### src/rtl/assert_macros.svh
// Assertion macros for the top level of the level encoder
`ifndef ASSERT_MACROS_SVH
`define ASSERT_MACROS_SVH
`ifndef NO_ASSERTIONS
// Same-cycle implication, sampled on clk, off while rst_n is low
`define ALME_ASSERT_IMP(name, ante, cons) \
  name: assert property (@(posedge clk) disable iff (!rst_n) (ante) |-> (cons)) \
    else $error("alme: implication check failed");
// Next-cycle implication, sampled on clk, off while rst_n is low
`define ALME_ASSERT_NEXT(name, ante, cons) \
  name: assert property (@(posedge clk) disable iff (!rst_n) (ante) |=> (cons)) \
    else $error("alme: next-cycle check failed");
`else
`define ALME_ASSERT_IMP(name, ante, cons)
`define ALME_ASSERT_NEXT(name, ante, cons)
`endif
`endif

### src/rtl/alme_pkg.sv
// Shared types, constants and SPI triplet encoder for the level encoder
`default_nettype none
package alme_pkg;

  localparam int HistDepth = 8;
  localparam int SumCnt    = 6;
  localparam int LedLast   = 63;

  localparam logic [15:0] MarkFull = 16'h4924;
  localparam logic [15:0] MarkLast = 16'h4920;

  typedef logic [3:0]  level_t;
  typedef logic [2:0]  hist_addr_t;
  typedef logic [6:0]  sum_t;
  typedef logic [5:0]  led_idx_t;
  typedef logic [23:0] grb_t;
  typedef logic [4:0][15:0] spi_words_t;

  // Control from the sequencer to the level history
  typedef struct packed {
    logic       push;
    level_t     level;
    hist_addr_t rd_addr;
  } hist_ctl_t;

  // Each colour bit d becomes triplet 1,d,0; five triplets per word from bit 14, last triplet of word 4 zero
  function automatic spi_words_t encode_grb(input grb_t grb);
    spi_words_t words;
    logic [15:0] word;
    int          pos;
    for (int w = 0; w < 5; w++) begin
      word = (w == 4) ? MarkLast : MarkFull;
      for (int k = 0; k < 5; k++) begin
        pos = 23 - 5 * w - k;
        if (pos >= 0) begin
          word[13 - 3 * k] = grb[pos];
        end
      end
      words[w] = word;
    end
    return words;
  endfunction

endpackage
`default_nettype wire

### src/rtl/alme_hist.sv
// Eight-entry level history with a single read port
`default_nettype none
module alme_hist (
  input  wire logic               clk,
  input  wire logic               rst_n,
  input  wire alme_pkg::hist_ctl_t ctl,
  output alme_pkg::level_t        rd_level
);
  import alme_pkg::*;

  level_t lvl_r [HistDepth];

  // newest level enters at entry 0, oldest drops off the end
  always_ff @(posedge clk) begin
    if (!rst_n) begin
      for (int i = 0; i < HistDepth; i++) lvl_r[i] <= '0;
    end else if (ctl.push) begin
      lvl_r[0] <= ctl.level;
      for (int i = 1; i < HistDepth; i++) lvl_r[i] <= lvl_r[i - 1];
    end
  end

  assign rd_level = lvl_r[ctl.rd_addr];

endmodule
`default_nettype wire

### src/rtl/alme_pixel.sv
// Per-LED colour unit: bar or glow colour, then SPI triplet packing
`default_nettype none
module alme_pixel (
  input  wire logic              mode,
  input  wire alme_pkg::led_idx_t idx,
  input  wire alme_pkg::level_t  level,
  input  wire alme_pkg::sum_t    sum,
  output alme_pkg::spi_words_t   words
);
  import alme_pkg::*;

  logic [2:0] row;
  logic [2:0] cm;       // column after serpentine mirroring
  logic [2:0] col;
  logic       lit;
  logic [7:0] red_bar;
  logic [7:0] grn_bar;
  logic [5:0] csq;
  logic [5:0] rsq;
  logic [6:0] dsq;
  logic [8:0] gain;
  logic [9:0] v;
  logic [7:0] red_glow;
  logic [7:0] red;
  logic [7:0] grn;

  assign row = idx[5:3];
  assign cm  = row[0] ? ~idx[2:0] : idx[2:0];
  assign col = ~cm;

  // bar mode: lit when the row's level reaches the column
  assign lit     = (level >= {1'b0, col});
  assign red_bar = lit ? 8'd64 : 8'd0;
  assign grn_bar = lit ? (8'd1 << cm) : 8'd0;

  // glow mode: 4*sum - 2*(c^2 + y^2), clamped to a byte
  assign csq  = {3'b000, cm} * {3'b000, cm};
  assign rsq  = {3'b000, row} * {3'b000, row};
  assign dsq  = {1'b0, csq} + {1'b0, rsq};
  assign gain = {sum, 2'b00};
  assign v    = {1'b0, gain} - {2'b00, dsq, 1'b0};

  always_comb begin
    if (v[9]) begin
      red_glow = 8'd0;
    end else if (v[8]) begin
      red_glow = 8'd255;
    end else begin
      red_glow = v[7:0];
    end
  end

  assign red = mode ? red_glow : red_bar;
  assign grn = mode ? {2'b00, red_glow[7:2]} : grn_bar;

  assign words = encode_grb({grn, red, 8'h00});

endmodule
`default_nettype wire

### src/rtl/audio_level_led_matrix_encoder_core.sv
// Top level: sequencer, config register and result register of the encoder
//
//  channel | direction | handshake          | payload
//  in      | input     | in_valid/in_stall   | in_audio_sample
//  out     | output    | out_valid/out_stall | out_led_index, out_spi_word0..4,
//          |           |                     | out_frame_last
//  cfg     | input     | cfg_valid/cfg_ready | cfg_led_mode
//
// One request gives 64 results: the request is taken, the adder sums six levels
// from the history, then one LED per cycle goes through the colour unit unless
// the out channel stalls. A stall on the out channel holds the LED walk.
// Synchronous active-low reset clears the levels, the mode and the sequencer.
// in_stall stays high from acceptance until the last LED has been loaded.
`default_nettype none
`include "assert_macros.svh"
module audio_level_led_matrix_encoder_core (
  input  wire logic        clk,
  input  wire logic        rst_n,
  input  wire logic        in_valid,
  output logic             in_stall,
  input  wire logic [15:0] in_audio_sample,
  output logic             out_valid,
  input  wire logic        out_stall,
  output logic [5:0]       out_led_index,
  output logic [15:0]      out_spi_word0,
  output logic [15:0]      out_spi_word1,
  output logic [15:0]      out_spi_word2,
  output logic [15:0]      out_spi_word3,
  output logic [15:0]      out_spi_word4,
  output logic             out_frame_last,
  input  wire logic        cfg_valid,
  output logic             cfg_ready,
  input  wire logic        cfg_led_mode
);
  import alme_pkg::*;

  typedef enum logic [1:0] {
    ST_IDLE,
    ST_SUM,
    ST_LED
  } state_t;

  state_t     state_r;
  hist_addr_t cnt_r;
  sum_t       sum_r;
  led_idx_t   idx_r;
  logic       mode_r;
  logic       out_valid_r;
  led_idx_t   out_idx_r;
  spi_words_t out_words_r;
  logic       out_last_r;

  hist_ctl_t  hctl;
  level_t     rd_level;
  spi_words_t pix_words;
  logic       in_acc;
  logic       out_free;

  assign in_stall  = (state_r != ST_IDLE);
  assign in_acc    = in_valid && !in_stall;
  assign cfg_ready = 1'b1;
  assign out_free  = !out_valid_r || !out_stall;

  // history control: push on request, read by sum counter or LED row
  assign hctl.push    = in_acc;
  assign hctl.level   = in_audio_sample[15:12];
  assign hctl.rd_addr = (state_r == ST_SUM) ? cnt_r : idx_r[5:3];

  alme_hist u_hist (
    .clk      (clk),
    .rst_n    (rst_n),
    .ctl      (hctl),
    .rd_level (rd_level)
  );

  alme_pixel u_pixel (
    .mode  (mode_r),
    .idx   (idx_r),
    .level (rd_level),
    .sum   (sum_r),
    .words (pix_words)
  );

  // sequencer, mode register and result register
  always_ff @(posedge clk) begin
    if (!rst_n) begin
      state_r     <= ST_IDLE;
      cnt_r       <= '0;
      sum_r       <= '0;
      idx_r       <= '0;
      mode_r      <= 1'b0;
      out_valid_r <= 1'b0;
    end else begin
      if (cfg_valid && cfg_ready) begin
        mode_r <= cfg_led_mode;
      end

      // result register refills during the LED walk, else empties once taken
      if (out_free) begin
        out_valid_r <= (state_r == ST_LED);
      end

      case (state_r)
        ST_IDLE: begin
          if (in_acc) begin
            cnt_r   <= '0;
            sum_r   <= '0;
            idx_r   <= '0;
            state_r <= ST_SUM;
          end
        end
        ST_SUM: begin
          sum_r <= sum_r + {3'b000, rd_level};
          cnt_r <= cnt_r + 3'd1;
          if (cnt_r == 3'(SumCnt - 1)) begin
            state_r <= ST_LED;
          end
        end
        ST_LED: begin
          if (out_free) begin
            out_idx_r   <= idx_r;
            out_words_r <= pix_words;
            out_last_r  <= (idx_r == 6'(LedLast));
            idx_r       <= idx_r + 6'd1;
            if (idx_r == 6'(LedLast)) begin
              state_r <= ST_IDLE;
            end
          end
        end
        default: begin
          state_r <= ST_IDLE;
        end
      endcase
    end
  end

  assign out_valid      = out_valid_r;
  assign out_led_index  = out_idx_r;
  assign out_spi_word0  = out_words_r[0];
  assign out_spi_word1  = out_words_r[1];
  assign out_spi_word2  = out_words_r[2];
  assign out_spi_word3  = out_words_r[3];
  assign out_spi_word4  = out_words_r[4];
  assign out_frame_last = out_last_r;

  // checks on the sequencer
  `ALME_ASSERT_IMP(a_last_is_63, out_valid && out_frame_last, out_led_index == 6'(LedLast))
  `ALME_ASSERT_NEXT(a_busy_after_req, in_valid && !in_stall, in_stall && sum_r == '0)
  `ALME_ASSERT_IMP(a_idle_idx_zero, !in_stall, idx_r == '0)

endmodule
`default_nettype wire
### config.mk
export PLATFORM = sky130hd
export DESIGN_NAME = audio_level_led_matrix_encoder_core
export DESIGN_NICKNAME = d
export VERILOG_FILES = /design/src/rtl/alme_pkg.sv /design/src/rtl/alme_hist.sv /design/src/rtl/alme_pixel.sv /design/src/rtl/audio_level_led_matrix_encoder_core.sv
export VERILOG_INCLUDE_DIRS = /design/src /design/src/rtl
export SDC_FILE = /design/constraint.sdc
export NUM_CORES = 1
export LEC_CHECK = 0
export BUFFER_PORTS_ARGS = -buffer_cell sky130_fd_sc_hd__buf_2
export CAP_MARGIN = 20
export CORE_UTILIZATION = 25
export CTS_CLUSTER_SIZE = 30
export DETAILED_ROUTE_END_ITERATION = 8
export PLACE_DENSITY = 0.52
export SETUP_SLACK_MARGIN = 0.05
export SLEW_MARGIN = 30
export SYNTH_ARGS = -nofsm -noshare
export SYNTH_HDL_FRONTEND = slang
export SYNTH_SLANG_ARGS = --single-unit
### constraint.sdc
create_clock -name clk -period 4.5 [get_ports clk]
set_input_delay 0.45 -clock clk [delete_from_list [all_inputs] [get_ports clk]]
set_output_delay 0.45 -clock clk [all_outputs]
set_load 0.005 [all_outputs]
After elaboration in Yosys (flattened, before gate mapping)
Memories as Yosys holds them, arrays and structs flattened.
Index checks and enable logic that the tools add are counted.
- bits in registers: 43
- latch bits: 0
- bits in writable memories: 32
- memory bits (read-only): 0
- bits of input ports: 22
- output and inout port bits: 90
- logic and storage cells: 88
- memories kept: 1
- memory list (memory ; words ; width ; read ports ; clocked after memory_dff ; wr ports ; line ; source):
    u_hist.lvl_r ; 8 ; 4 ; 8 ; 0 ; 8 ; alme_hist.sv:11 ; level_t lvl_r [HistDepth];
- add/sub/neg operators: 5
- $mul: 2
- div/mod/pow operators: 0
- $lt $le $gt $ge: 1
- equal/unequal tests: 8
- shift-type cells: 1
- multiplexer cells: 32
- bitwise operators: 11
- reductions and logical operators: 14
- operators with widths (cell ; number):
    2-to-1 mux 4 bit ; 8
    2-to-1 mux 6 bit ; 4
    2-to-1 mux 8 bit ; 3
    2-to-1 mux 7 bit ; 2
    one-hot mux 7 bit (2 select lines) ; 1
    multiplier 3 x 3 -> 6 bit ; 2
    one-hot mux 6 bit (2 select lines) ; 1
    subtractor 9 x 8 -> 10 bit ; 1
    2-to-1 mux 3 bit ; 3
    2-to-1 mux 2 bit ; 4
    bitwise OR 1 bit ; 8
    << shifter 1 x 3 -> 8 bit (first input constant) ; 1
    adder 6 x 6 -> 7 bit ; 1
    adder 7 x 4 -> 7 bit ; 1
    adder 6 x 1 -> 6 bit (second input constant) ; 1
    equality test 6 bit (second input constant) ; 1
    inverter 3 bit ; 2
    one-hot mux 2 bit (3 select lines) ; 1
    one-hot mux 3 bit (2 select lines) ; 1
    AND reduction 3 bit ; 2
    nonzero test 2 bit ; 3
    greater-or-equal comparator 4 x 3 -> 1 bit ; 1
    2-to-1 mux 1 bit ; 4
    != test 2 x 1 -> 1 bit (second input constant) ; 2
    other kinds (13) ; 16

Depth between registers and ports, before layout
- depth after elaboration: 8
- gate-level depth with buffers: 18
- depth with buffers taken out: 17

Cells and area by module
A second synthesis with hierarchy kept.
- cells, all modules: 491
- area, all modules: 6646.4 um^2
- by module, submodules not included (module ; instances ; cells an instance ; area each (um^2) ; sequential area each (um^2)):
    audio_level_led_matrix_encoder_core ; 1 ; 215 ; 3761.1 ; 3012.9
    alme_hist ; 1 ; 84 ; 1456.4 ; 960.9
    alme_pixel ; 1 ; 192 ; 1428.9 ; 0.0

Least setup slack after synthesis
Ideal clock, no wire load.
- path kind: register to register
- from: register idx_r[3]
- to: register out_words_r, in the netlist out_spi_word0[7], data pin
- setup time: 0.255 ns
- arrival: 3.999 ns
- data required time: 4.245 ns
- setup slack: 0.245 ns
- stages on the path, launching flop included: 18
- path buffers: 1
- period minus slack after synthesis: 4.255 ns
- cells stage by stage: dfxtp_1 > buf_2 > xnor2_1 > inv_1 > ha_1 > a21oi_1 > fa_1 > inv_1 > ha_1 > inv_1 > fa_1 > ha_1 > a21o_1 > a21o_1 > a21o_1 > a221oi_4 > o32ai_1 > a31o_1
- RTL lines (item ; line ; source):
    start: declaration ; audio_level_led_matrix_encoder_core.sv:46 ; led_idx_t idx_r;
    start signal: assignment ; audio_level_led_matrix_encoder_core.sv:124 ; idx_r <= idx_r + 6'd1;
    end signal: assignment ; audio_level_led_matrix_encoder_core.sv:122 ; out_words_r <= pix_words;
    end: declaration ; audio_level_led_matrix_encoder_core.sv:50 ; spi_words_t out_words_r;

==> metrics.md <==
| Metric | Value |
|---|---|
| EDFF count, synth | `55` |
| Die outline width | `139 um` |
| CTS tree | `yes` |
| Yosys synthesis warning count | `0` |
| DR WL/cell | `12.6 um` |
| Clock skew | `0.00604 ns` |
| Largest net degree at the start of global routing | `32` |
| Synthesis-to-layout area growth | `12.0%` |
| Syn_area_per_cell | `10.6 um2` |
| Root buf cell | `clkbuf_16` |
| Max-Cap Viols | `0` |
| Clock Path Buffers | `2` |
| DRT Pass-1 Iters | `6` |
| Finished Cell Area | `5240 um2` |
| Via count | `3070` |
| DRT iter0 DRCs | `177` |
| Final Util | `0.289` |
| Busiest grt layer | `met2` |
| Outcome | `finished with violations` |
| Vias per inst | `4.30` |
| CP Capture Type | `register` |
| Clk slew on worst S/H paths | `0.06 ns` |
| Die area | `19300 um2` |
| RSZ-0062 raised after global routing | `false` |
| Routed WL | `9000 um` |
| Total Power | `1.76 mW` |
| DP HPWL | `6410 um` |
| Synth Instances | `443` |
| Failing checks | `DRC` |
| Commonest non-fill, non-tap cell in the layout | `conb_1` |
| Min-Delay Path Class | `in -> reg` |
| First-pass GRT wire length | `14700 um` |
| Overall Global Routing Usage | `0.0966` |
| Depth of the CTS H-tree | `3` |
| Met2 Resource Use GR | `0.157` |
| DRT antenna net count | `0` |
| Inserted Diodes | `0` |
| Pre-CTS setup slack | `0.191 ns` |
| Most frequent cells in the layout | `conb_1 (65), edfxtp_1 (55), buf_2 (34), and3_1 (27), ha_1 (25)` |
| Required time of the critical path | `4.59 ns` |
| DP Area | `4890 um2` |
| Part of the cycle the worst path needs | `0.937` |
| Yosys cell types | `50` |
| Setup tns final | `0 ns` |
| Share of cells above drive strength 1 | `0.151` |
| Total gr overflow | `0` |
| Initial antenna violation count | `0` |
| Core area | `18100 um2` |
| Final hold vios | `0` |
| Die extent in y | `139 um` |
| Final net count | `531` |
| Crit path time final | `4.22 ns` |
| Startpoint types | `register` |
| Met3 GRT Util | `0.0356` |
| Slew headroom | `0.475` |
| Main synth FF type | `edfxtp_1` |
| Max Transition Viols Final | `0` |
| DR DRC count | `6` |
| M1 GR Usage | `0.117` |
| Clock latency on the worst-skew pair | `0.34 ns` |
| Yosys reg bits | `75` |
| Crit path DAT | `4.31 ns` |
| VDD IR max | `189 uV` |
| Pleak | `2.36 nW` |
| Power density cells | `337 nW/um2` |
| Vias in the first global route | `2900` |
| CP Class | `reg -> reg` |
| I/O Buffers | `34` |
| Worst-path fanout max | `8` |
| Final worst slack | `0.283 ns` |
| Sequential fraction of the synthesis area | `0.439` |
| CTS hold repair buffers | `0` |
| Least-Margin Pin Slew | `0.783 ns` |
| Crit. Startpoint | `idx_r[3]$_SDFFE_PN0P_` |
| Final setup fails | `0` |
| Cts bufs inserted | `9` |
| Fmax | `237 MHz` |
| Effective utilization at floorplan | `0.258` |
| Site Rows | `49` |
| I/O pin cnt | `112` |
| Mapped Area | `4680 um2` |
| Clock Sinks | `75` |
| Post-synth ARST share | `0` |
| R2R Path Start | `idx_r[3]$_SDFFE_PN0P_` |
| Routability Congestion | `0.806` |
| Hold path start | `cfg_led_mode` |
## power breakdown
part | switching (mW) | leakage [nW] | internal, mW
Combinational | 0.111 | 1.49 | 0.0742
Sequential | 0.0188 | 0.724 | 0.771
Clock | 0.302 | 0.148 | 0.488
## worst max-delay path: stages, from the launching register on
cell and delay (ns):
dfxtp_1 0.33, buf_4 0.18, ha_1 0.40, nand2b_1 0.10, fa_1 0.50, inv_1 0.05, ha_1 0.21, inv_1 0.08
fa_1 0.42, ha_1 0.37, a21o_1 0.22, a21o_1 0.17, a21o_1 0.20, a221oi_4 0.24, buf_4 0.19, a21oi_1 0.09
a41o_1 0.23
## repair_timing
action	in CTS	in global routing
endpoints found under the setup margin	0	7
setup buffers	0	1
resized for setup	0	4
## through the flow
stage	instances	hold WS (ns)
3_3_place_gp	697	0.501
4_1_cts	713	0.386
6_report	714	0.380
2_1_floorplan	506	0.403
5_1_grt	714	0.409
3_5_place_dp	697	0.510
## cells by family (layout without fill, tap and decap cells)
kind of cell,count (synthesis),after routing,share of synthesized area
simple gates,126,126,0.148
buf+inv,101,80,0.136
compound gates,83,83,0.135
flops,75,75,0.439
fa+ha+maj,29,29,0.0840
mux,14,14,0.0329
xor+xnor,13,13,0.0243
other cells,2,65,0.00160
## cells in the mapped netlist (12+ instances only)
master	instances	share of area
buf_4	67	0.11
a21oi_1	19	0.020
a21o_1	12	0.019
edfxtp_1	55	0.35
nor2_1	15	0.012
nand3_1	17	0.018
and3_1	27	0.036
and2_1	17	0.023
nand2_1	20	0.016
mux2i_1	12	0.026
ha_1	25	0.067
nor2b_1	15	0.020
inv_1	19	0.015
dfxtp_1	20	0.086
## state kept, by name, indices dropped and copies added (netlist names), 2 cells and up
| name | flops |
|---|---|
| out_spi_word2 | 5 |
| idx_r | 6 |
| out_spi_word0 | 5 |
| out_led_index | 6 |
| u_hist.lvl_r | 32 |
| cnt_r | 3 |
| state_r | 2 |
| sum_r | 7 |
| out_spi_word1 | 5 |
## area by class of cell
class,instances,area (um2)
flip-flops and latches,75,2050
clock inverters,7,100
repair buffers,45,253
well taps,229,287
clock buffers,9,225
fillers,1893,12900
multi-input cells,330,2250
inverters,19,71.3
## final timing paths
check / end / slack, ns / cells after the start
setup / recovery: out_spi_word1[13]$_DFFE_PP_ / 0.28 / 16
hold / removal: mode_r$_SDFFE_PN0P_ / 0.38 / 3
setup reg to reg: out_spi_word1[13]$_DFFE_PP_ / 0.28 / 16
hold reg to reg: out_led_index[1]$_DFFE_PP_ / 0.50 / 0
## layer usage
layer  share of wire  vias up
met3           0.053       10
met2            0.47       86
met5               0        -
met4           0.013        0
met1            0.46     1445
li1                -     1529
(Power assumes the default switching activity.)
